**src/rtl/gem_pkg.sv**
```systemverilog
// ----------------------------------------------------------------------------
// gem_pkg
// Shared types, constants and helpers of the gradient edge mask block.
// ----------------------------------------------------------------------------
`default_nettype none

package gem_pkg;

    // Line store geometry
    localparam int MAX_LINE = 4096;
    localparam int LINE_AW  = $clog2(MAX_LINE);
    localparam int WID_W    = LINE_AW + 1;
    localparam int WIN      = 5;
    localparam int ROW_W    = 17;
    localparam int PIX_W    = 16;

    // Configuration port
    localparam int ADDR_W = 6;
    localparam int DATA_W = 64;
    localparam logic [2:0] REG_MASK_KIND    = 3'd0;
    localparam logic [2:0] REG_BINARIZE     = 3'd1;
    localparam logic [2:0] REG_THRESHOLD    = 3'd2;
    localparam logic [2:0] REG_SCALE        = 3'd3;
    localparam logic [2:0] REG_PEAK_LEVEL   = 3'd4;
    localparam logic [2:0] REG_FRAME_WIDTH  = 3'd5;
    localparam logic [2:0] REG_FRAME_HEIGHT = 3'd6;

    // Kernel codes
    localparam logic [1:0] KIND_TWO  = 2'd0;
    localparam logic [1:0] KIND_FOUR = 2'd1;
    localparam logic [1:0] KIND_SIX  = 2'd2;

    // Arithmetic widths
    localparam int G_W   = 25;
    localparam int SQ_W  = 46;
    localparam int S_W   = 47;
    localparam int Q_W   = 32;
    localparam int SC_W  = 24;
    localparam int P_W   = Q_W + SC_W;
    localparam int MAG_W = 33;
    localparam int REM_W = 36;

    // Divide by 100 through a reciprocal, valid for values below 2^23
    localparam logic [23:0] RECIP_100   = 24'd10737419;
    localparam int          RECIP_SHIFT = 30;
    localparam logic [32:0] LIM_100     = 33'd6553600;

    typedef struct packed {
        logic [1:0]  mask_kind;
        logic        binarize;
        logic [46:0] threshold;
        logic [23:0] scale_q16;
        logic [15:0] peak_level;
        logic [12:0] frame_width;
        logic [15:0] frame_height;
    } cfg_t;

    typedef struct packed {
        logic [15:0] pixel;
        logic        is_padding;
    } in_t;

    typedef struct packed {
        logic [15:0] mask_value;
        logic        last_of_frame;
    } out_t;

    typedef enum logic [1:0] {
        RES_ZERO,
        RES_BIN,
        RES_MAG
    } res_sel_t;

    typedef struct packed {
        logic               wr_en;
        logic [2:0]         wr_bank;
        logic [LINE_AW-1:0] wr_col;
        logic [PIX_W-1:0]   wr_pixel;
        logic               rd_en;
        logic [LINE_AW-1:0] rd_col;
        logic [2:0]         row_mod;
        logic [1:0]         kind;
        logic               grad_en;
        logic               sq_en;
        logic               sum_en;
        logic               sqrt_step;
        logic               mul_en;
        logic               rnd_en;
        logic               divm_en;
        logic               out_load;
        res_sel_t           out_sel;
        logic               out_last;
    } cmd_t;

    typedef struct packed {
        logic out_free;
    } sts_t;

    // Next value of a row index modulo five
    function automatic logic [2:0] mod5_inc(input logic [2:0] v);
        return (v >= 3'd4) ? 3'd0 : 3'(v + 3'd1);
    endfunction

    // Bank holding window row k (k = 0 is two rows above the center)
    function automatic logic [2:0] bank_of(input logic [2:0] rm, input logic [2:0] k);
        logic [3:0] t;
        t = 4'(rm) + 4'(k) + 4'd3;
        if (t >= 4'd10) begin
            t = t - 4'd10;
        end else if (t >= 4'd5) begin
            t = t - 4'd5;
        end
        return t[2:0];
    endfunction

endpackage

`default_nettype wire

```
**src/rtl/gem_ctrl.sv**
```systemverilog
// ----------------------------------------------------------------------------
// gem_ctrl
// Sequencer: position counters, store/emit bookkeeping and datapath commands.
// ----------------------------------------------------------------------------
`default_nettype none

module gem_ctrl (
    input  wire logic          aclk,
    input  wire logic          aresetn,
    input  wire gem_pkg::cfg_t cfg,
    input  wire logic          s_valid,
    output logic               s_ready,
    input  wire gem_pkg::in_t  s_data,
    input  wire gem_pkg::sts_t sts,
    output gem_pkg::cmd_t      cmd
);
    import gem_pkg::*;

    typedef enum logic [3:0] {
        ST_IDLE,
        ST_READ,
        ST_GRAD,
        ST_SQR,
        ST_SUM,
        ST_SQRT,
        ST_MUL,
        ST_RND,
        ST_DIVM,
        ST_FINISH
    } state_t;

    state_t             state_reg, state_next;
    logic [LINE_AW-1:0] col_reg, col_next;
    logic [ROW_W-1:0]   row_reg, row_next;
    logic [2:0]         rmod_reg, rmod_next;
    logic [ROW_W-1:0]   er_reg, er_next;
    logic [LINE_AW-1:0] ec_reg, ec_next;
    logic [2:0]         ermod_reg, ermod_next;
    logic [LINE_AW-1:0] cur_c_reg, cur_c_next;
    logic [2:0]         cur_rm_reg, cur_rm_next;
    logic               last_reg, last_next;
    res_sel_t           sel_reg, sel_next;
    logic [5:0]         cnt_reg, cnt_next;

    logic [WID_W-1:0]   w_eff;
    logic [15:0]        h_eff;
    logic [1:0]         kind;
    logic [1:0]         skip;
    logic               accept;
    logic               wrap0, wrap1, emit, border, last, ewrap;
    logic [LINE_AW-1:0] col_a;
    logic [ROW_W-1:0]   row_a;
    logic [2:0]         rmod_a;
    logic [WID_W-1:0]   col_b1;
    logic [WID_W:0]     ec_skip;
    logic [ROW_W:0]     er_skip;
    logic [WID_W-1:0]   ec1;

    // Effective frame size and kernel
    always_comb begin
        if (cfg.frame_width < 13'd5) begin
            w_eff = WID_W'(5);
        end else if (32'(cfg.frame_width) > 32'(MAX_LINE)) begin
            w_eff = WID_W'(MAX_LINE);
        end else begin
            w_eff = WID_W'(cfg.frame_width);
        end
        h_eff = (cfg.frame_height < 16'd5) ? 16'd5 : cfg.frame_height;
        kind  = (cfg.mask_kind == KIND_FOUR || cfg.mask_kind == KIND_SIX) ?
                cfg.mask_kind : KIND_TWO;
        skip  = (kind == KIND_FOUR) ? 2'd2 : 2'd1;
    end

    assign s_ready = (state_reg == ST_IDLE);
    assign accept  = s_valid && s_ready;

    // Store position and emit decision
    always_comb begin
        wrap0  = (WID_W'(col_reg) >= w_eff);
        col_a  = wrap0 ? '0 : col_reg;
        row_a  = wrap0 ? ROW_W'(row_reg + 1'b1) : row_reg;
        rmod_a = wrap0 ? mod5_inc(rmod_reg) : rmod_reg;
        col_b1 = WID_W'(col_a) + 1'b1;
        wrap1  = (col_b1 >= w_eff);
        emit   = !((row_a < ROW_W'(skip)) ||
                   (row_a == ROW_W'(skip) && col_a < LINE_AW'(skip)));
        er_skip = (ROW_W+1)'(er_reg) + (ROW_W+1)'(skip);
        ec_skip = (WID_W+1)'(ec_reg) + (WID_W+1)'(skip);
        border  = (er_reg < ROW_W'(skip)) || (er_skip >= (ROW_W+1)'(h_eff)) ||
                  (ec_reg < LINE_AW'(skip)) || (ec_skip >= (WID_W+1)'(w_eff));
        ec1     = WID_W'(ec_reg) + 1'b1;
        last    = (er_reg > ROW_W'(h_eff - 16'd1)) ||
                  (er_reg == ROW_W'(h_eff - 16'd1) && ec1 >= w_eff);
        ewrap   = (ec1 >= w_eff);
    end

    // Next state
    always_comb begin
        state_next  = state_reg;
        col_next    = col_reg;
        row_next    = row_reg;
        rmod_next   = rmod_reg;
        er_next     = er_reg;
        ec_next     = ec_reg;
        ermod_next  = ermod_reg;
        cur_c_next  = cur_c_reg;
        cur_rm_next = cur_rm_reg;
        last_next   = last_reg;
        sel_next    = sel_reg;
        cnt_next    = cnt_reg;
        case (state_reg)
            ST_IDLE: begin
                if (accept) begin
                    col_next  = wrap1 ? '0 : col_b1[LINE_AW-1:0];
                    row_next  = wrap1 ? ROW_W'(row_a + 1'b1) : row_a;
                    rmod_next = wrap1 ? mod5_inc(rmod_a) : rmod_a;
                    if (emit) begin
                        cur_c_next  = ec_reg;
                        cur_rm_next = ermod_reg;
                        last_next   = last;
                        cnt_next    = '0;
                        ec_next     = ewrap ? '0 : ec1[LINE_AW-1:0];
                        er_next     = ewrap ? ROW_W'(er_reg + 1'b1) : er_reg;
                        ermod_next  = ewrap ? mod5_inc(ermod_reg) : ermod_reg;
                        if (last) begin
                            col_next   = '0;
                            row_next   = '0;
                            rmod_next  = '0;
                            ec_next    = '0;
                            er_next    = '0;
                            ermod_next = '0;
                        end
                        if (border) begin
                            sel_next   = RES_ZERO;
                            state_next = ST_FINISH;
                        end else begin
                            state_next = ST_READ;
                        end
                    end
                end
            end
            ST_READ: begin
                cnt_next = cnt_reg + 1'b1;
                if (cnt_reg == 6'd5) begin
                    state_next = ST_GRAD;
                end
            end
            ST_GRAD: state_next = ST_SQR;
            ST_SQR:  state_next = ST_SUM;
            ST_SUM: begin
                cnt_next = '0;
                if (cfg.binarize) begin
                    sel_next   = RES_BIN;
                    state_next = ST_FINISH;
                end else begin
                    state_next = ST_SQRT;
                end
            end
            ST_SQRT: begin
                cnt_next = cnt_reg + 1'b1;
                if (cnt_reg == 6'(Q_W - 1)) begin
                    state_next = ST_MUL;
                end
            end
            ST_MUL:  state_next = ST_RND;
            ST_RND:  state_next = ST_DIVM;
            ST_DIVM: begin
                sel_next   = RES_MAG;
                state_next = ST_FINISH;
            end
            ST_FINISH: begin
                if (sts.out_free) begin
                    state_next = ST_IDLE;
                end
            end
            default: state_next = ST_IDLE;
        endcase
    end

    always_ff @(posedge aclk) begin
        if (!aresetn) begin
            state_reg <= ST_IDLE;
            col_reg   <= '0;
            row_reg   <= '0;
            rmod_reg  <= '0;
            er_reg    <= '0;
            ec_reg    <= '0;
            ermod_reg <= '0;
            cnt_reg   <= '0;
            sel_reg   <= RES_ZERO;
        end else begin
            state_reg <= state_next;
            col_reg   <= col_next;
            row_reg   <= row_next;
            rmod_reg  <= rmod_next;
            er_reg    <= er_next;
            ec_reg    <= ec_next;
            ermod_reg <= ermod_next;
            cnt_reg   <= cnt_next;
            sel_reg   <= sel_next;
        end
        cur_c_reg  <= cur_c_next;
        cur_rm_reg <= cur_rm_next;
        last_reg   <= last_next;
    end

    // Datapath commands
    always_comb begin
        cmd           = '0;
        cmd.wr_en     = accept;
        cmd.wr_bank   = rmod_a;
        cmd.wr_col    = col_a;
        cmd.wr_pixel  = s_data.is_padding ? '0 : s_data.pixel;
        cmd.rd_en     = (state_reg == ST_READ) && (cnt_reg < 6'd5);
        cmd.rd_col    = LINE_AW'(cur_c_reg - LINE_AW'(2) + LINE_AW'(cnt_reg));
        cmd.row_mod   = cur_rm_reg;
        cmd.kind      = kind;
        cmd.grad_en   = (state_reg == ST_GRAD);
        cmd.sq_en     = (state_reg == ST_SQR);
        cmd.sum_en    = (state_reg == ST_SUM);
        cmd.sqrt_step = (state_reg == ST_SQRT);
        cmd.mul_en    = (state_reg == ST_MUL);
        cmd.rnd_en    = (state_reg == ST_RND);
        cmd.divm_en   = (state_reg == ST_DIVM);
        cmd.out_load  = (state_reg == ST_FINISH) && sts.out_free;
        cmd.out_sel   = sel_reg;
        cmd.out_last  = last_reg;
    end

endmodule

`default_nettype wire

```
**config.mk**
```make
export PLATFORM = sky130hd
export DESIGN_NAME = gem_ctrl
export DESIGN_NICKNAME = d
export VERILOG_FILES = /design/src/rtl/gem_pkg.sv /design/src/rtl/gem_ctrl.sv
export SDC_FILE = /design/constraint.sdc
export NUM_CORES = 1
export LEC_CHECK = 0
export BUFFER_PORTS_ARGS = -buffer_cell sky130_fd_sc_hd__buf_2
export CORE_MARGIN = 2
export CORE_UTILIZATION = 50
export CTS_BUF_LIST = sky130_fd_sc_hd__clkbuf_8
export CTS_CLUSTER_DIAMETER = 200
export CTS_CLUSTER_SIZE = 10
export DETAILED_ROUTE_END_ITERATION = 16
export HOLD_SLACK_MARGIN = 0.1
export PLACE_DENSITY = 0.77
export RECOVER_POWER = 25
export SLEW_MARGIN = 20
export SYNTH_ARGS = -nofsm -noshare
export SYNTH_HDL_FRONTEND = slang
export SYNTH_SLANG_ARGS = --single-unit
```
**constraint.sdc**
```tcl
create_clock -name aclk -period 6.7 [get_ports aclk]
set_clock_uncertainty 0.15 [all_clocks]
set_input_delay 0.67 -clock aclk [delete_from_list [all_inputs] [get_ports aclk]]
set_output_delay 0.67 -clock aclk [all_outputs]
set_load 0.005 [all_outputs]
```
# Word-level counts from Yosys, hierarchy flattened
# Cells that the tools add are included.
dict set report word_totals {
  regBits 92
  input_bits 140
  output_inout_bits 62
}
dict set report classes {
  n_addsub 14
  order_cmp 17
  n_eq_ne 23
  mux 43
  n_bitwise 1
  reduce_logical 22
}
# cell n
set ops {}
lappend ops {{$mux 17} 6}
lappend ops {{$mux 12} 6}
lappend ops {{$add 17x1->17 const B} 3}
lappend ops {{$pmux 4 s10} 1}
lappend ops {{$ge 13x13->1} 3}
lappend ops {{$lt 17x2->1} 2}
lappend ops {{$mux 16} 2}
lappend ops {{$mux 4} 7}
lappend ops {{$mux 3} 9}
lappend ops {{$add 12x1->13 const B} 2}
lappend ops {{$mux 13} 2}
lappend ops {{$lt 12x2->1} 2}
lappend ops {{$add 17x2->18} 1}
lappend ops {{$ge 18x16->1} 1}
lappend ops {{$pmux 6 s3} 1}
lappend ops {{$eq 17x17->1} 1}
lappend ops {{$eq 17x2->1} 1}
lappend ops {{$gt 17x17->1} 1}
lappend ops {{$sub 16x1->17 const B} 1}
lappend ops {{$eq 4x3->1 const B} 4}
lappend ops {{$lt 16x3->1 const B} 1}
lappend ops {{$add 12x2->13} 1}
lappend ops {{$ge 12x13->1} 1}
lappend ops {{$gt 13x13->1 const B} 1}
lappend ops {{30 further kinds} 60}

# Logic depth before layout (Yosys ltp)
dict set report logic_depth {
  word_depth 14
  depth_mapped 29
}

# Worst setup path before layout
# OpenSTA, ideal clock, no wires.
dict set report synth_path {
  path_kind {input to register}
  from {input cfg[23] (netlist bit)}
  to {register row_reg[7]}
  setup_ps 74
  t_arrival_ps 6486
  required_time_ps 6476
  slack_ps -11
  stages 27
  path_buffers 3
  path_cell_list {nor4_1 > nand3_1 > o41ai_1 > nand2_1 > ha_1 > a211oi_1 > nor2_1 > o31a_1 > buf_6 > nor3_4 > clkbuf_1 > clkbuf_1 > and2_1 > ha_1 > and3_1 > and3_1 > nand3_1 > xnor2_1 > ha_1 > a211oi_1 > nor2b_1 > nand4_1 > a211o_1 > o2111a_1 > a21o_1 > or2_0 > a31oi_1}
}
# item line
set synth_rtl {}
lappend synth_rtl {{start, declared} gem_ctrl.sv:10} ;# input wire gem_pkg::cfg_t cfg,
lappend synth_rtl {{end signal, assigned} gem_ctrl.sv:194} ;# row_reg <= row_next;
lappend synth_rtl {{end, declared} gem_ctrl.sv:34} ;# logic [ROW_W-1:0] row_reg, row_next;

# Worst setup path after layout
dict set report layout_path {
  from {input cfg[23] (netlist bit)}
  to {register row_reg[8]}
}
dict set report layout_via {
  elab_chain_len 10
  elab_cells_between_ends 21
  cone_classes {2 x add/sub; 7 x order compare; 1 x eq/ne; 7 x mux; 4 x reduce/logical}
}
# item line
set layout_rtl {}
lappend layout_rtl {{$gt 13x13->1} gem_ctrl.sv:63} ;# end else if (32'(cfg.frame_width) > 32'(MAX_LINE)) begin
lappend layout_rtl {{$mux 13} gem_ctrl.sv:63}
lappend layout_rtl {{$mux 13 (*)} gem_ctrl.sv:61} ;# if (cfg.frame_width < 13'd5) begin
lappend layout_rtl {{$ge 12x13->1} gem_ctrl.sv:79} ;# wrap0 = (WID_W'(col_reg) >= w_eff);
lappend layout_rtl {{$mux 12} gem_ctrl.sv:80} ;# col_a = wrap0 ? '0 : col_reg;
lappend layout_rtl {{$add 12x1->13} gem_ctrl.sv:83} ;# col_b1 = WID_W'(col_a) + 1'b1;
lappend layout_rtl {{$ge 13x13->1} gem_ctrl.sv:84} ;# wrap1 = (col_b1 >= w_eff);
lappend layout_rtl {{$mux 17} gem_ctrl.sv:115} ;# row_next = wrap1 ? ROW_W'(row_a + 1'b1) : row_a;
lappend layout_rtl {{$mux 17} gem_ctrl.sv:125} ;# if (last) begin
lappend layout_rtl {{$mux 17 (*)} gem_ctrl.sv:117} ;# if (emit) begin
# Every way passes the cells marked *; elsewhere a longest branch is shown, timed or not.
# A chain may end at the register's enable or synchronous reset.

==> summary.md <==
| Metric | Value |
|---|---|
| Most frequent cells after synthesis | ha_1 (126), nand2_1 (90), nor2_1 (87) |
| Final hold viol count | 0 |
| Top Ports | 202 |
| Worst vdd ir | 0.0001285 V |
| # hold bufs at CTS | 0 |
| DRT iter0 DRCs | roughly 680 |
| Routed WL | roughly 23000 um |
| Met2 wire len | 10140 um |
| Leakage Power | 4.591 nW |
| Vias in the first global route | 7861 |
| CTS tree | done |
| H-tree levels | 3 |
| FF-to-FF Start | col_reg[6]$_SDFFE_PN0P_ |
| PortBufs | about 110 |
| Register area share after synthesis | 0.2194 |
| Max Cap Viol | 0 |
| Total clock buffers created by CTS | 9 |
| Mux cell area share after synthesis | 0.008915 |
| Area share of fa/ha/maj cells after synthesis | 0.1794 |
| CP Launch Point | cfg[23] |
| Post-Synthesis Cells | 1143 |
| Crit end category | flip-flop |
| Via count | 8587 |
| Post-DP Area | 9936 sq um |
| Synth top area share | 0.1728 |
| Most common cell in the netlist | ha_1 |
| Number of flops mapped to enable cells by yosys | 16 |
| Tmin final | 6129 ps |
| Met3 Wirelength | 1550 um |
| P&R area growth vs syn | 11.18% |
| Flop pwr share | 0.378 |
| Post-CTS Resized | 0 |
| Mapped Nets | 1412 |
| Worst skew pair latency | roughly 390 ps |
| Worst endpoint required time | 6870 ps |
| Slew margin rel. | 0.3219 |
| Actual slew at the worst max-slew pin | 1016 ps |
| # rows | 49 |
| Yosys warning count | 0 |
| # Post-CTS Setup Buffers | 0 |
| Tot GR Track Use | 0.2336 |
| Drt drc | 0 |
| Max clock buf depth | 2 |
| First-pass GRT wire length | 37850 um |
| # fillers | 1665 |
| Main combinational cell family by area after synthesis | simple AND/OR/NAND/NOR gates |
| Die area | 19340 sq um |
| Total gr overflow | 0 |
| Drt first pass iters | 5 |
| PD cells | 171.1 nW/um^2 |
| Highest metal used | met4 |
| Worst Path Arrival | 6300 ps |
| Hold WC Path Type | reg2reg |
| DIE WIDTH | 139.1 um |
| Period utilization | 0.9148 |
| Hpwl dp | 17980 um |
| Synth area leaders | ha_1 (17%), dfxtp_1 (17%), edfxtp_1 (5.3%), xnor2_1 (5.2%), xor2_1 (4.1%) |
| Ys async rst share | 0 |
| Worst reg-to-reg path cell count | 21 |
| Post-DR wirelength/cell | between 15 and 20 um |
| Cell area after synthesis | 9122 sq um |
| Worst Hold End | sel_reg[0]$_SDFFE_PN0P_ |
| Gpl congestion | between 0.9 and 1 |
| Final #Nets | 1509 |
| Initial Util | 0.5096 |
| Largest net degree at the start of global routing | 25 |
| Hold Path Cell Cnt | 2 |
| Synth Area in Compound Gates | 0.1837 |
| Fin. max-slew vios | 0 |
| Die Y | 139.1 um |
| Area of the core | 17900 sq um |
| RSZ-0062 raised after global routing | no |
| Clock share of power | 0.240 |
| Main synth FF type | dfxtp_1 |
| Xor and xnor fraction of the mapped netlist area | 0.09313 |
| Post-synthesis register bit count | 92 |
| Final Setup Violations | 0 |
| Switch share | 0.3820 |
| CP Launch Type | input pin |
| Hold path startpoint | sel_reg[0]$_SDFFE_PN0P_ |
| Distinct cells, synth | 83 |
| R2r setup slk | between 1500 and 2000 ps |
| R2r endpoint | row_reg[8]$_SDFFE_PN0P_ |
| Status | completed |
| Root Buffer | clkbuf_8 |
| Critical path class | in2reg |
| P_int | 1.072 mW |
| Post-route ant nets | 0 |
| Initial antenna violation count | 0 |
| Via density | 5.826 |
| Share of layout cells above drive strength 1 | 0.1414 |
| Synth Area in Simple Gates | 0.2540 |
| Dominant cell type by area after synthesis | ha_1 |
| Clk slew on worst S/H paths | 110 ps |
| Combinational share of power | 0.382 |
| Met1 wire length | 10830 um |
| Synth Area per Inst | 7.981 sq um |
| Final instance area | 10140 sq um |
| Switching pwr | 0.6628 mW |
| Critical path peak fanout | 7 |
| Setup TNS | 0 ps |
| Antenna fix cells | 0 |
| Sink Count | 92 |
| Peak Freq | approximately 160 MHz |
-- cell families (layout without fill, tap and decap cells) --
kind of cell | count (synthesis) | count (layout)
other | 1 | 1
multiplexers | 8 | 8
buffers and inverters | 133 | 235
flip-flops | 92 | 92
AO/OA/AOI/OAI | 247 | 247
adder cells (fa/ha/maj) | 129 | 129
AND/OR/NAND/NOR | 436 | 436
XOR/XNOR | 97 | 97
-- metal layers --
metal | GRT usage | up-vias
li1 | - | 4308
met1 | 0.3226 | 3952
met2 | 0.3689 | 291
met3 | 0.04178 | 36
met4 | 0.07921 | 0
met5 | 0 | -
-- layout make-up --
class	instances	area [sq um]	share of cell area
Clock inverter	7	90.09	0.008882
Tap cell	229	286.5	0.02825
Multi-Input combinational cell	918	6585	0.6493
Sequential cell	92	2002	0.1974
Timing Repair Buffer	142	762.0	0.07513
Inverter	77	292.8	0.02887
Clock buffer	9	123.9	0.01221
-- placed cells by master (no fill, tap or decap), types with 9 or more instances in the layout --
cell,count
a21o_1,16
a21oi_1,69
a22o_1,12
a31oi_1,12
and2_1,19
and3_1,18
and4_1,11
buf_2,89
buf_4,28
clkbuf_1,15
clkbuf_2,10
clkbuf_8,9
dfxtp_1,76
edfxtp_1,16
ha_1,126
inv_1,75
nand2_1,90
nand2b_1,12
nand3_1,44
nand4_1,33
nor2_1,86
nor2b_1,34
nor3_1,18
nor4_1,17
o21a_1,10
o21ai_0,46
o31ai_1,9
or3_1,14
xnor2_1,54
xor2_1,43
-- metrics by stage --
stage | hold slack (ps) | cells | utilization | power [mW] | worst slack [ps]
global route | 357.1 | 1474 | 0.5665 | 1.851 | 22.38
finish | 324.4 | 1474 | 0.5665 | 1.735 | 571.1
global placement | 294.0 | 1458 | 0.5550 | 1.315 | 255.2
detailed placement | 303.7 | 1458 | 0.5550 | 1.329 | 112.2
CTS | 318.8 | 1474 | 0.5670 | 1.744 | 498.2
floorplan | 256.4 | 1143 | - | 1.116 | 225.9
-- worst max-delay path by stage --
stage / to / slack, ps
after global routing: row_reg[8]$_SDFFE_PN0P_ / 20
after detailed placement: row_reg[16]$_SDFFE_PN0P_ / 110
after global placement: row_reg[16]$_SDFFE_PN0P_ / 260
final: row_reg[8]$_SDFFE_PN0P_ / 570
after floorplan: row_reg[7]$_SDFFE_PN0P_ / 230
after CTS: row_reg[8]$_SDFFE_PN0P_ / 500
-- power by group through the flow --
stage | clock network (mW) | logic (mW) | registers, mW
after global placement | 0 | 0.648 | 0.667
after CTS | 0.424 | 0.665 | 0.655
after floorplan | 0 | 0.474 | 0.641
final | 0.417 | 0.662 | 0.656
after detailed placement | 0 | 0.661 | 0.668
after global routing | 0.441 | 0.746 | 0.665
-- critical path, stage by stage --
cell,delay (ps)
buf_2,110
nor4_1,280
nand3_1,230
o41ai_4,400
nand2_1,140
ha_1,310
a211oi_1,220
nor2_1,110
o31a_1,350
nor3_4,140
and2_1,230
ha_1,200
and3_1,220
and3_1,230
nand2_1,80
xnor2_1,160
ha_1,300
nand4_1,130
nor3_1,250
o21a_1,130
a211o_1,260
nand4b_1,190
nor2_1,360
o21ai_0,170
or3_1,330
o21ai_0,80
Power figures use the tool's default switching activity.
