### src/rtl/gem_pkg.sv
// ----------------------------------------------------------------------------
// gem_pkg
// Shared types, constants and helpers of the gradient edge mask block.
// ----------------------------------------------------------------------------
`default_nettype none

package gem_pkg;

    // Line store geometry
    localparam int MAX_LINE = 4096;
    localparam int LINE_AW  = $clog2(MAX_LINE);
    localparam int WID_W    = LINE_AW + 1;
    localparam int WIN      = 5;
    localparam int ROW_W    = 17;
    localparam int PIX_W    = 16;

    // Configuration port
    localparam int ADDR_W = 6;
    localparam int DATA_W = 64;
    localparam logic [2:0] REG_MASK_KIND    = 3'd0;
    localparam logic [2:0] REG_BINARIZE     = 3'd1;
    localparam logic [2:0] REG_THRESHOLD    = 3'd2;
    localparam logic [2:0] REG_SCALE        = 3'd3;
    localparam logic [2:0] REG_PEAK_LEVEL   = 3'd4;
    localparam logic [2:0] REG_FRAME_WIDTH  = 3'd5;
    localparam logic [2:0] REG_FRAME_HEIGHT = 3'd6;

    // Kernel codes
    localparam logic [1:0] KIND_TWO  = 2'd0;
    localparam logic [1:0] KIND_FOUR = 2'd1;
    localparam logic [1:0] KIND_SIX  = 2'd2;

    // Arithmetic widths
    localparam int G_W   = 25;
    localparam int SQ_W  = 46;
    localparam int S_W   = 47;
    localparam int Q_W   = 32;
    localparam int SC_W  = 24;
    localparam int P_W   = Q_W + SC_W;
    localparam int MAG_W = 33;
    localparam int REM_W = 36;

    // Divide by 100 through a reciprocal, valid for values below 2^23
    localparam logic [23:0] RECIP_100   = 24'd10737419;
    localparam int          RECIP_SHIFT = 30;
    localparam logic [32:0] LIM_100     = 33'd6553600;

    typedef struct packed {
        logic [1:0]  mask_kind;
        logic        binarize;
        logic [46:0] threshold;
        logic [23:0] scale_q16;
        logic [15:0] peak_level;
        logic [12:0] frame_width;
        logic [15:0] frame_height;
    } cfg_t;

    typedef struct packed {
        logic [15:0] pixel;
        logic        is_padding;
    } in_t;

    typedef struct packed {
        logic [15:0] mask_value;
        logic        last_of_frame;
    } out_t;

    typedef enum logic [1:0] {
        RES_ZERO,
        RES_BIN,
        RES_MAG
    } res_sel_t;

    typedef struct packed {
        logic               wr_en;
        logic [2:0]         wr_bank;
        logic [LINE_AW-1:0] wr_col;
        logic [PIX_W-1:0]   wr_pixel;
        logic               rd_en;
        logic [LINE_AW-1:0] rd_col;
        logic [2:0]         row_mod;
        logic [1:0]         kind;
        logic               grad_en;
        logic               sq_en;
        logic               sum_en;
        logic               sqrt_step;
        logic               mul_en;
        logic               rnd_en;
        logic               divm_en;
        logic               out_load;
        res_sel_t           out_sel;
        logic               out_last;
    } cmd_t;

    typedef struct packed {
        logic out_free;
    } sts_t;

    // Next value of a row index modulo five
    function automatic logic [2:0] mod5_inc(input logic [2:0] v);
        return (v >= 3'd4) ? 3'd0 : 3'(v + 3'd1);
    endfunction

    // Bank holding window row k (k = 0 is two rows above the center)
    function automatic logic [2:0] bank_of(input logic [2:0] rm, input logic [2:0] k);
        logic [3:0] t;
        t = 4'(rm) + 4'(k) + 4'd3;
        if (t >= 4'd10) begin
            t = t - 4'd10;
        end else if (t >= 4'd5) begin
            t = t - 4'd5;
        end
        return t[2:0];
    endfunction

endpackage

`default_nettype wire

### src/rtl/gem_regs.sv
// ----------------------------------------------------------------------------
// gem_regs
// APB-style configuration registers, 64-bit data, one register per 8 bytes.
// ----------------------------------------------------------------------------
`default_nettype none

module gem_regs (
    input  wire logic                        aclk,
    input  wire logic                        aresetn,
    input  wire logic                        psel,
    input  wire logic                        penable,
    input  wire logic                        pwrite,
    input  wire logic [gem_pkg::ADDR_W-1:0]  paddr,
    input  wire logic [gem_pkg::DATA_W-1:0]  pwdata,
    output logic      [gem_pkg::DATA_W-1:0]  prdata,
    output logic                             pready,
    output gem_pkg::cfg_t                    cfg
);
    import gem_pkg::*;

    cfg_t       cfg_reg;
    cfg_t       cfg_next;
    logic       wr_hit;
    logic [2:0] idx;

    assign pready = 1'b1;
    assign wr_hit = psel && penable && pwrite && pready;
    assign idx    = paddr[5:3];

    // Register write decode
    always_comb begin
        cfg_next = cfg_reg;
        if (wr_hit) begin
            case (idx)
                REG_MASK_KIND:    cfg_next.mask_kind    = pwdata[1:0];
                REG_BINARIZE:     cfg_next.binarize     = pwdata[0];
                REG_THRESHOLD:    cfg_next.threshold    = pwdata[46:0];
                REG_SCALE:        cfg_next.scale_q16    = pwdata[23:0];
                REG_PEAK_LEVEL:   cfg_next.peak_level   = pwdata[15:0];
                REG_FRAME_WIDTH:  cfg_next.frame_width  = pwdata[12:0];
                REG_FRAME_HEIGHT: cfg_next.frame_height = pwdata[15:0];
                default:          cfg_next = cfg_reg;
            endcase
        end
    end

    always_ff @(posedge aclk) begin
        if (!aresetn) begin
            cfg_reg.mask_kind    <= KIND_TWO;
            cfg_reg.binarize     <= 1'b0;
            cfg_reg.threshold    <= '0;
            cfg_reg.scale_q16    <= 24'd65536;
            cfg_reg.peak_level   <= 16'd255;
            cfg_reg.frame_width  <= 13'd1920;
            cfg_reg.frame_height <= 16'd1080;
        end else begin
            cfg_reg <= cfg_next;
        end
    end

    // Read back
    always_comb begin
        case (idx)
            REG_MASK_KIND:    prdata = DATA_W'(cfg_reg.mask_kind);
            REG_BINARIZE:     prdata = DATA_W'(cfg_reg.binarize);
            REG_THRESHOLD:    prdata = DATA_W'(cfg_reg.threshold);
            REG_SCALE:        prdata = DATA_W'(cfg_reg.scale_q16);
            REG_PEAK_LEVEL:   prdata = DATA_W'(cfg_reg.peak_level);
            REG_FRAME_WIDTH:  prdata = DATA_W'(cfg_reg.frame_width);
            REG_FRAME_HEIGHT: prdata = DATA_W'(cfg_reg.frame_height);
            default:          prdata = '0;
        endcase
    end

    assign cfg = cfg_reg;

endmodule

`default_nettype wire

### config.mk
export PLATFORM = sky130hd
export DESIGN_NAME = gem_regs
export DESIGN_NICKNAME = d
export VERILOG_FILES = /design/src/rtl/gem_pkg.sv /design/src/rtl/gem_regs.sv
export SDC_FILE = /design/constraint.sdc
export NUM_CORES = 1
export LEC_CHECK = 0
export CORE_ASPECT_RATIO = 1.1
export CORE_MARGIN = 2
export CORE_UTILIZATION = 57
export DETAILED_ROUTE_END_ITERATION = 12
export DONT_BUFFER_PORTS = 1
export GPL_TIMING_DRIVEN = 1
export PLACE_DENSITY = 0.79
export SYNTH_ARGS = -nofsm -noshare
export SYNTH_HDL_FRONTEND = slang
export SYNTH_SLANG_ARGS = --single-unit
### constraint.sdc
create_clock -name aclk -period 1.06 [get_ports aclk]
set_input_delay 0.053 -clock aclk [delete_from_list [all_inputs] [get_ports aclk]]
set_output_delay 0.053 -clock aclk [all_outputs]
set_load 0.02 [all_outputs]
==> results.md, run 1 <==
* Synthesized cell area at 5550 um^2
* I/O pins at 259
* Mapped Cells at 607
* Post-Synth Simple-Gate Area at 0.169
* Port Buf Inserts at 0
* Worst_ep kind: primary output
* Xor-xnor portion of the synthesized cell area at 0
* Top-area cell type share of the netlist area at 0.429
* Synth cell types at 38
* Post-Syn Area per Cell at 9.14 um^2
* Warnings from Yosys at 0
* Adder-cell area share of the yosys netlist at 0
* Area leader, netlist: dfxtp_1
* Largest net degree at the start of global routing at 168
* CTS Root Cell: clkbuf_8
* Register area share after synthesis at 0.429
* # rows at 37
* Stage where the run ended: 5_1_grt
* Status: stopped before the end
* First error: [ERROR DPL-0033] detailed placement checks failed during check placement.
* Largest family of logic cells by synthesized area: multiplexers
* Starting Density at 0.590
* Dpl cell area at 6700 um^2
* H-tree Lvls at 4
* Die X at 98.1 um
* CTS Buffer Depth at 2
* Die height at 107 um
* Clk sinks at 119
* Worst_ep grt: prdata[1]
* Initial antenna violation count at 0
* Compound-Gate Fraction of Synth Area at 0.0828
* RD Place Congestion at 0.848
* Total CTS buffers at 17
* Synth top area cells: dfxtp_1 43%, mux2i_1 23%, nand2_1 11%, buf_4 2.8%, and2_1 2.6%
* Post-synthesis mux area share at 0.239
* DP HPWL at 11,100 um
* Yosys reg bits at 119
==> synth_stat cells <==
cell type,n
buf_2,13
and2_1,23
conb_1,2
nand4_1,1
nor2b_1,5
nor2_1,10
mux2i_1,130
and3b_1,1
buf_1,3
a311oi_1,1
buf_4,21
or3_1,1
inv_1,12
nor3b_1,1
a221oi_1,1
nand2b_1,3
clkbuf_1,24
nor3b_2,1
o311ai_0,12
nand4b_4,1
o22ai_1,5
nand3_1,1
and3_1,1
o21ai_0,15
o211ai_1,4
o221ai_1,11
dfxtp_1,119
a31oi_1,1
mux2_2,2
a22oi_1,10
nand2_1,159
o41ai_1,1
buf_6,6
or2_1,1
a2bb2oi_1,1
nor2_4,2
a21oi_1,1
nor2_2,1
==> what timing repair did <==
action | CTS
hold buffers | 58
buffers inserted | 11
setup endpoints to repair | 146
endpoints found under the hold margin | 119
gates resized for setup | 282
pin swaps | 17
==> through the flow <==
step	TNS, ns	setup WS (ns)	std cells	util	hold slack (ns)
floorplan	-0.772	-0.0732	623	-	0.195
global placement	0	0.00242	829	0.713	0.158
detailed placement	0	0.00585	829	0.713	0.168
CTS	-8.13	-0.535	929	0.926	-0.373
==> cells by family after synthesis <==
| kind of cell | Yosys count |
|---|---|
| AOI/OAI and AO/OA | 63 |
| other | 2 |
| buffers and inverters | 79 |
| DFF | 119 |
| and+or+nand+nor | 212 |
| muxes | 132 |
==> run 2: changes to the inputs <==
--- a/config.mk
+++ b/config.mk
@@ -5,13 +5,12 @@
 export SDC_FILE = /design/constraint.sdc
 export NUM_CORES = 1
 export LEC_CHECK = 0
-export CORE_ASPECT_RATIO = 1.1
 export CORE_MARGIN = 2
-export CORE_UTILIZATION = 57
+export CORE_UTILIZATION = 40
 export DETAILED_ROUTE_END_ITERATION = 12
 export DONT_BUFFER_PORTS = 1
 export GPL_TIMING_DRIVEN = 1
-export PLACE_DENSITY = 0.79
+export PLACE_DENSITY_LB_ADDON = 0.15
 export SYNTH_ARGS = -nofsm -noshare
 export SYNTH_HDL_FRONTEND = slang
 export SYNTH_SLANG_ARGS = --single-unit
==> constraint.sdc (replaced) <==
create_clock -name aclk -period 1.4 [get_ports aclk]
set_input_delay 0.07 -clock aclk [delete_from_list [all_inputs] [get_ports aclk]]
set_output_delay 0.07 -clock aclk [all_outputs]
set_load 0.02 [all_outputs]
==> results.md, run 2 <==
* Final min period at 1.51 ns
* Synthesized cell area at 5550 um^2 (unchanged)
* Total wire length at 19,000 um
* CTS tree: built
* Critical Path Fanout Max at 2
* Warnings from Yosys at 0 (unchanged)
* Antenna diode count at 0
* Final Hold Viols at 0
* Tcrit/Tclk final at 1.08
* Critical Path RT at 1.33 ns
* Sequential cell area at 2490 um^2
* Die height at 122 um (+13%)
* Dpl cell area at 6160 um^2 (-8.1%)
* Port Buf Inserts at 0 (unchanged)
* Top-area cell type share of the netlist area at 0.429 (unchanged)
* Max Clk Rate at 663 MHz
* Worst-path clk slew at 0.05 ns
* Hold WC Path Type: in -> reg
* Later-pin clock latency in the skew report at 0.41 ns
* P_leak at 3.23 nW
* Layout area overhead at 55.1%
* Synth top area cells: dfxtp_1 43%, mux2i_1 23%, nand2_1 11%, buf_4 2.8%, and2_1 2.6%
* Mapped Cells at 607 (unchanged)
* CTS Buffer Depth at 2 (unchanged)
* Register area share after synthesis at 0.429 (unchanged)
* Largest net degree at the start of global routing at 106
* Starting DRT DRC Count at 224
* Worst IR drop on VDD at 756 uV
* Top FF cell, synth: dfxtp_1
* Synth cell types at 38 (unchanged)
* GRT Total Usage at 0.254
* Status: complete, but fails checks
* Asr flop ratio synth at 0 (unchanged)
* DP HPWL at 10,900 um (-2.1%)
* RSZ-0062 raised after global routing: true
* Setup slack after layout at -0.109 ns
* Final clock skew at 0 ns
* H-tree Lvls at 4 (unchanged)
* First-pass GRT wire length at 28,700 um
* Power consumption at 9.05 mW
* Drt wl/cell at 18.6 um
* Power Dens Cells at 1050 nW/um^2
* Max_cap viols at 0
* Top cells by count, synth: 159 x nand2_1, 130 x mux2i_1, 119 x dfxtp_1
* # rows at 43 (+16%)
* CP Launch Type: flop
* Vias/cell at 5.15
* Critical Path Sink Type: output port
* Most numerous cell in the Yosys netlist: nand2_1
* Die X at 122 um (+24%)
* Area of the multi-input gates at 2850 um^2
* Fillers at 1,136
* Commonest non-fill, non-tap cell in the layout: nand2_1
* Arrival @ worst endpoint at 1.44 ns
* Final Cell Area at 8610 um^2
* Max reg flops at 119
* Post-synth EDFFs at 0 (unchanged)
* RD Place Congestion at 0.783 (-7.7%)
* CTS Root Cell: clkbuf_16
* Layout Utilization at 0.627
* I/O pins at 259 (unchanged)
* Most frequent cells in the layout: 158 x nand2_1, 155 x dlygate4sd3_1, 129 x mux2i_1
* Final antenna-violating net count at 0
* Failing checks: setup timing
* Pre-Repair DR Iteration Count at 4
* Initial antenna violation count at 0
* Share of cells above drive strength 1 at 0.234
* Total CTS buffers at 17 (unchanged)
* # DRC at 0
* Area leader, netlist: dfxtp_1
* Starting Density at 0.404 (-0.186)
* CP Class: reg -> out
* Vias in the first global route at 5,467
* Clk sinks at 119 (unchanged)
* Placeable Area at 13,700 um^2
* DR vias at 5,247
* Die ar. at 14,800 um^2
* Slew Viols, Final at 0
* # setup viols final at 2
* Post-Syn Area per Cell at 9.14 um^2 (unchanged)
* Yosys reg bits at 119 (unchanged)
* Final #Nets at 900
* Gr ovfl total at 0
==> run 2: cell counts after synthesis <==
No cell type changed its count.
==> run 2: final cells by class <==
type,count,share of cell area
clock buffer,24,0.0583
clock inverter,8,0.0192
inverter,12,0.00523
multi-input combinational,425,0.331
sequential,119,0.289
tap,180,0.0262
timing repair buffer,250,0.271
==> run 2: worst paths after layout <==
check / start / end / slack, ns / cells past startpoint
worst max-delay path: cfg[117] / prdata[0] / -0.11 / 4
worst min-delay path: aresetn / cfg[29] / 0.03 / 2
worst max register to register: cfg[10] / cfg[10] / 0.04 / 4
worst min register to register: cfg[62] / cfg[62] / 0.53 / 2
==> run 2: cell families after synthesis <==
logic type,synth area share
other,0.00135
buffers and inverters,0.0787
flip-flops,0.429
multiplexers,0.239
AO/OA/AOI/OAI,0.0828
AND/OR/NAND/NOR,0.169
==> run 2: repair_timing <==
item                                   4_1_cts  5_1_grt
endpoints found under the hold margin      119        2
cloned                                       0        1
hold buffers                               155        3
setup endpoints to repair                   14       38
setup buffers                                0        3
pin swaps                                    2        7
resized for setup                           32       54
==> run 2: through the flow <==
step	hold WS, ns	instances	worst slack [ns]	setup TNS, ns
after floorplan	0.212	623	0.177	0
after detailed placement	0.179	826	0.141	0
final	0.0320	1018	-0.109	-0.154
after global placement	0.177	826	0.210	0
after CTS	0.0276	1013	-0.137	-0.205
after global routing	0.0339	1018	-0.157	-0.304
==> run 2: power breakdown <==
group | internal (mW) | switching, mW | leakage [nW]
clock | 3.39 | 1.54 | 0.330
sequential | 3.39 | 0.0431 | 0.986
combinational | 0.333 | 0.355 | 1.91
total | 7.11 | 1.94 | 3.23
==> run 2: metal layers <==
layer / part of all wire / wire (um) / global-route usage / vias to the layer above
met5: 0 / 0 / 0 / -
met1: 0.40 / 7510 / 0.281 / 2511
met4: 0.023 / 442 / 0.116 / 0
met2: 0.50 / 9430 / 0.440 / 226
met3: 0.084 / 1600 / 0.0857 / 35
li1: - / - / - / 2475
==> run 2: worst max-delay path: stages, from the launching register on <==
cell and delay [ns]:
dfxtp_2 0.32, mux2_4 0.27, a21oi_2 0.14, o221ai_2 0.13
buf_4 0.18
No activity file was read; power rests on OpenSTA's default activity.
==> run 3: changes to the inputs <==
--- a/config.mk
+++ b/config.mk
@@ -14,3 +14,4 @@
 export SYNTH_ARGS = -nofsm -noshare
 export SYNTH_HDL_FRONTEND = slang
 export SYNTH_SLANG_ARGS = --single-unit
+export TNS_END_PERCENT = 50
==> constraint.sdc (replaced) <==
create_clock -name aclk -period 1.8 [get_ports aclk]
set_input_delay 0.09 -clock aclk [delete_from_list [all_inputs] [get_ports aclk]]
set_output_delay 0.09 -clock aclk [all_outputs]
set_load 0.02 [all_outputs]
==> results.md, run 3 (synthesis results as in run 2) <==
* Final Hold Viols at 0 (unchanged)
* Setup crit start: cfg[69]
* Hold Path Stages at 3 (+1)
* Switching power at 1.49 mW (-23%)
* Most frequent cells in the layout: 159 x nand2_1, 136 x dlygate4sd3_1, 130 x mux2i_1
* Clk sinks at 119 (unchanged)
* Vias in the first global route at 4,956 (-9.3%)
* Critical path endpoint: prdata[0]
* Final antenna-violating net count at 0 (unchanged)
* CP top delay family: flip-flops
* Antenna diode count at 0 (unchanged)
* CTS Buffer Depth at 2 (unchanged)
* CP Class: reg -> out
* Flop pwr share at 0.394 (+0.015)
* Die X at 122 um (unchanged)
* Area of the multi-input gates at 2810 um^2 (-1.7%)
* Reg-to-reg slack, setup at 0.35 ns (+0.31 ns)
* Critical Path RT at 1.71 ns (+0.38 ns)
* CTS Root Cell: clkbuf_16
* Max_cap viols at 0 (unchanged)
* DP HPWL at 10,500 um (-3.9%)
* Starting Density at 0.404 (unchanged)
* Crit path cell chain: mux2_2, a21oi_1, o221ai_1, buf_4
* Total wire length at 18,000 um (-5.3%)
* Fillers at 1,219 (+7.3%)
* Worst path depth at 4 (unchanged)
* Buffers and inverters on the worst path at 1 (unchanged)
* Status: finished clean
* Worst path slowest cell: dfxtp_1
* R2r endpoint: cfg[25]
* Hold WC Path Type: in -> reg
* Delay of the slowest cell on the worst path at 0.39 ns (+0.07 ns)
* CP Launch Type: flop
* Worst IR drop on VDD at 574 uV (-24%)
* H-tree Lvls at 4 (unchanged)
* Sequential cell area at 2380 um^2 (-4.2%)
* Final #Nets at 817 (-9.2%)
* Setup slack after layout at 0.129 ns (+0.238 ns)
* Largest net degree at the start of global routing at 87 (-18%)
* Later-pin clock latency in the skew report at 0.41 ns (about the same)
* Placeable Area at 13,700 um^2 (unchanged)
* Port Buf Inserts at 0 (unchanged)
* Starting DRT DRC Count at 209 (-6.7%)
* Combinational share of power at 0.072 (-0.004)
* Critical Path Sink Type: output port
* Worst-Margin Slew at 0.545 ns
* Die height at 122 um (unchanged)
* Final clock skew at 0 ns (unchanged)
* Vias/cell at 5.28 (+2.3%)
* # DRC at 0 (unchanged)
* Final min period at 1.67 ns
* Slew HR at 0.636
* Drt wl/cell at 19.2 um (+3.2%)
* Min Hold Slack at 0.0738 ns (+0.0418 ns)
* # setup viols final at 0 (-2)
* Critical Path Fanout Max at 3 (+1)
* Commonest non-fill, non-tap cell in the layout: nand2_1
* GRT Total Usage at 0.240 (-0.0143)
* Power Internal at 5.38 mW (-24%)
* RSZ-0062 raised after global routing: false
* Share of cells above drive strength 1 at 0.0928 (-0.141)
* Total CTS buffers at 17 (unchanged)
* Arrival @ worst endpoint at 1.58 ns (+0.14 ns)
* Pre-CTS setup slack at 0.446 ns (+0.306 ns)
* Die ar. at 14,800 um^2 (unchanged)
* Switch share at 0.216 (+0.00240)
* Power Dens Cells at 889 nW/um^2 (-15%)
* Slew Viols, Final at 0 (unchanged)
* CTS tree: built
* I/O pins at 259 (unchanged)
* P_leak at 2.95 nW (-8.8%)
* RD Place Congestion at 0.809 (+3.2%)
* Clock power share at 0.534 (-0.011)
* Max Clk Rate at 599 MHz
* Layout area overhead at 39.2%
* Reg2Reg Depth at 3 (-1)
* DR vias at 4,927 (-6.1%)
* Worst-path clk slew at 0.06 ns (about the same)
* RR Startpoint: cfg[25]
* Initial antenna violation count at 0 (unchanged)
* Max reg flops at 119 (unchanged)
* # rows at 43 (unchanged)
* First-pass GRT wire length at 27,100 um (-5.5%)
* Gr ovfl total at 0 (unchanged)
* Pre-Repair DR Iteration Count at 4 (unchanged)
* Tcrit/Tclk final at 0.928
* TNS Setup at 0 ns (+0.154 ns)
==> run 3: changes by cell type in the layout (fill, tap and decap cells not counted), moves of 2 or more <==
cell	previous run	this run
a22oi_1	7	10
a22oi_2	3	0
buf_4	90	29
dfxtp_1	67	119
dfxtp_2	36	0
dfxtp_4	16	0
dlygate4sd3_1	155	136
o21ai_0	13	15
o311ai_0	8	12
o311ai_1	4	0
==> run 3: power groups by stage <==
stage | combinational [mW] | sequential, mW | clock, mW
3_5_place_dp | 0.304 | 2.76 | 0
3_3_place_gp | 0.299 | 2.76 | 0
4_1_cts | 0.480 | 2.71 | 3.71
2_1_floorplan | 0.324 | 2.75 | 0
6_report | 0.491 | 2.71 | 3.67
5_1_grt | 0.529 | 2.71 | 3.85
==> run 3: cell type report <==
| type | instances | area share |
|---|---|---|
| clock inverter | 8 | 0.0185 |
| timing repair buffer | 167 | 0.211 |
| sequential | 119 | 0.308 |
| clock buffer | 23 | 0.0645 |
| inverter | 12 | 0.00583 |
| tap | 180 | 0.0292 |
| multi-input combinational | 425 | 0.363 |
==> run 3: stage by stage <==
stage | instance area [um^2] | power, mW | util | std cells
5_1_grt | 7720 | 7.08 | 0.563 | 934
2_1_floorplan | 5610 | 3.08 | - | 623
6_report | 7720 | 6.86 | 0.563 | 934
4_1_cts | 7720 | 6.90 | 0.563 | 934
3_3_place_gp | 5700 | 3.06 | 0.415 | 766
3_5_place_dp | 5700 | 3.07 | 0.415 | 766
==> run 3: tightest hold or removal path: cells and delay by family <==
kind / cells / cell delay [ns]
mux: 1 / 0.13
simple gates: 2 / 0.22
==> run 3: layer usage <==
layer	share of wire	track usage
met2	0.50	0.422
met1	0.40	0.277
met3	0.085	0.0735
met4	0.011	0.0776
met5	0	0
==> run 3: worst min-delay path by stage <==
stage / start / endpoint
global placement: aresetn / cfg[29]
floorplan: pwdata[42] / cfg[111]
CTS: penable / cfg[36]
detailed placement: aresetn / cfg[29]
finish: penable / cfg[36]
global route: penable / cfg[36]
==> run 3: timing repair <==
| item | CTS | global route |
|---|---|---|
| hold buffers | 137 | 0 |
| resized for setup | 0 | 0 |
| setup buffers | 0 | 0 |
| endpoints found under the hold margin | 119 | 0 |
==> run 4: changes to the inputs <==
--- a/config.mk
+++ b/config.mk
@@ -7,10 +7,10 @@
 export LEC_CHECK = 0
 export CORE_MARGIN = 2
 export CORE_UTILIZATION = 40
+export CTS_CLUSTER_DIAMETER = 80
 export DETAILED_ROUTE_END_ITERATION = 12
 export DONT_BUFFER_PORTS = 1
 export GPL_TIMING_DRIVEN = 1
-export PLACE_DENSITY_LB_ADDON = 0.15
 export SYNTH_ARGS = -nofsm -noshare
 export SYNTH_HDL_FRONTEND = slang
 export SYNTH_SLANG_ARGS = --single-unit
==> constraint.sdc (replaced) <==
create_clock -name aclk -period 2 [get_ports aclk]
set_input_delay 0.1 -clock aclk [delete_from_list [all_inputs] [get_ports aclk]]
set_output_delay 0.1 -clock aclk [all_outputs]
set_load 0.02 [all_outputs]
==> results.md, run 4 (synthesis results as in run 2) <==
* Final antenna-violating net count at 0 (unchanged)
* Die height at 122 um (unchanged)
* Critical Path RT at 2.35 ns (+0.64 ns)
* Max Clk Rate at 530 MHz
* Power Dens Cells at 765 nW/um^2 (-14%)
* Clock power share at 0.508 (-0.026)
* Die ar. at 14,800 um^2 (unchanged)
* Hold-fix buffer count after cts at 130 (-5.1%)
* CTS Root Cell: clkbuf_16
* CTS Buffer Depth at 2 (unchanged)
* Tcrit/Tclk final at 0.944
* Most frequent cells in the layout: 159 x nand2_1, 130 x mux2i_1, 129 x dlygate4sd3_1
* Power consumption at 5.84 mW (-15%)
* Max_cap viols at 0 (unchanged)
* Post-CTS Setup Bufs at 0 (unchanged)
* Reg2Reg Depth at 4 (+1)
* Starting DRT DRC Count at 253 (+21%)
* Hold Path Stages at 3 (unchanged)
* Critical Path Sink Type: flop
* Switching power at 1.32 mW (-11%)
* DR vias at 4,972 (+0.91%)
* Starting Density at 0.404 (unchanged)
* Pre-Repair DR Iteration Count at 4 (unchanged)
* Final Cell Area at 7620 um^2 (-1.3%)
* Final min period at 1.89 ns
* Status: finished clean
* Later-pin clock latency in the skew report at 0.41 ns (about the same)
* Arrival @ worst endpoint at 2.24 ns (+0.66 ns)
* RD Place Congestion at 0.807 (-0.16%)
* Antenna diode count at 0 (unchanged)
* Drt wl/cell at 19.3 um (+0.33%)
* Vias/cell at 5.33 (+1.0%)
* Slew HR at 0.553 (-0.0832)
* I/O pins at 259 (unchanged)
* RSZ-0062 raised after global routing: false
* Dpl cell area at 5730 um^2 (+0.66%)
* Gr busiest metal: met2
* Placeable Area at 13,700 um^2 (unchanged)
* GRT Total Usage at 0.243 (+0.00299)
* Hold WC Path Type: in -> reg
* Critical Path Fanout Max at 3 (unchanged)
* First-pass GRT wire length at 27,600 um (+1.7%)
* Slew Viols, Final at 0 (unchanged)
* Flop pwr share at 0.418 (+0.024)
* # DRC at 0 (unchanged)
* Layout area overhead at 37.4%
* GR Util met3 at 0.0810 (+0.00749)
* Final Hold Viols at 0 (unchanged)
* Switch share at 0.225 (+0.00897)
* Largest net degree at the start of global routing at 97 (+11%)
* CTS resizes at 0 (unchanged)
* Worst-path clk slew at 0.05 ns (about the same)
* Final clock skew at 0 ns (unchanged)
* Share of cells above drive strength 1 at 0.0956 (+0.00278)
* CP Class: reg -> reg
* Port Buf Inserts at 0 (unchanged)
* P_leak at 2.98 nW (+1.0%)
* Gr ovfl total at 0 (unchanged)
* Die X at 122 um (unchanged)
* Power Internal at 4.52 mW (-16%)
* CP Launch Type: flop
* H-tree Lvls at 4 (unchanged)
* Max reg flops at 119 (unchanged)
* GRT met2 Usage at 0.415 (-0.00768)
* Commonest non-fill, non-tap cell in the layout: nand2_1
* DP HPWL at 10,500 um (about the same)
* Initial antenna violation count at 0 (unchanged)
* TNS Setup at 0 ns (unchanged)
* # rows at 43 (unchanged)
* Worst IR drop on VDD at 538 uV (-6.3%)
* Met1 usage at 0.275 (-0.00199)
* Final #Nets at 817 (unchanged)
* Total wire length at 18,000 um (+0.22%)
* # setup viols final at 0 (unchanged)
* Clk sinks at 119 (unchanged)
* Worst-Margin Slew at 0.670 ns (+0.125 ns)
* CTS tree: built
* Vias in the first global route at 5,145 (+3.8%)
* Total CTS buffers at 17 (unchanged)
* Combinational share of power at 0.075 (+0.003)
[run 4: cell types whose count changed in the layout (fill, tap and decap cells not counted)]
cell | before | now
dlygate4sd3_1 | 136 | 129
clkinv_2 | 3 | 1
clkbuf_8 | 5 | 7
nand2b_2 | 1 | 0
bufinv_16 | 4 | 1
clkinvlp_4 | 1 | 0
clkbuf_1 | 1 | 4
nand2b_1 | 2 | 3
buf_12 | 1 | 0
buf_4 | 29 | 37
[run 4: metrics by stage]
step                       util  hold WS [ns]  setup slack, ns  instances
after floorplan               -         0.242            0.717        623
after global placement    0.418         0.204            0.560        773
after detailed placement  0.418         0.209            0.510        773
after CTS                 0.556         0.130            0.163        933
after global routing      0.556         0.167           0.0509        933
final                     0.556         0.176            0.112        933
[run 4: final cells by class]
cell class	count	area [um^2]
Fill cell	1203	6100
Clock inverter	2	35.0
Inverter	12	45.0
Multi-Input combinational cell	425	2800
Timing Repair Buffer	167	1600
Tap cell	180	225
Sequential cell	119	2380
Clock buffer	28	537
[run 4: power by group through the flow]
stage	registers (mW)	logic [mW]	clock network (mW)
after detailed placement	2.49	0.273	0
after global placement	2.48	0.266	0
after global routing	2.44	0.470	3.10
after CTS	2.44	0.428	3.01
after floorplan	2.48	0.292	0
final	2.44	0.437	2.96
[run 4: worst max-delay path, stage by stage, from the launching register on]
cell           delay [ns]
dfxtp_1              0.49
nand2_1              0.09
dlygate4sd3_1        0.57
mux2i_1              0.12
dlygate4sd3_1        0.56
[run 4: per-layer routing]
| metal | up-vias | wire [um] |
|---|---|---|
| met1 | 2409 | 7170 |
| li1 | 2306 | - |
| met3 | 23 | 1570 |
| met4 | 0 | 400 |
| met5 | - | 0 |
| met2 | 234 | 8870 |
[run 4: path summary, 6_finish.rpt]
kind / start / to / slack [ns]
setup / recovery: cfg[16] / cfg[16] / 0.11
hold / removal: aresetn / cfg[92] / 0.18
setup reg to reg: cfg[16] / cfg[16] / 0.11
hold reg to reg: cfg[74] / cfg[74] / 0.58
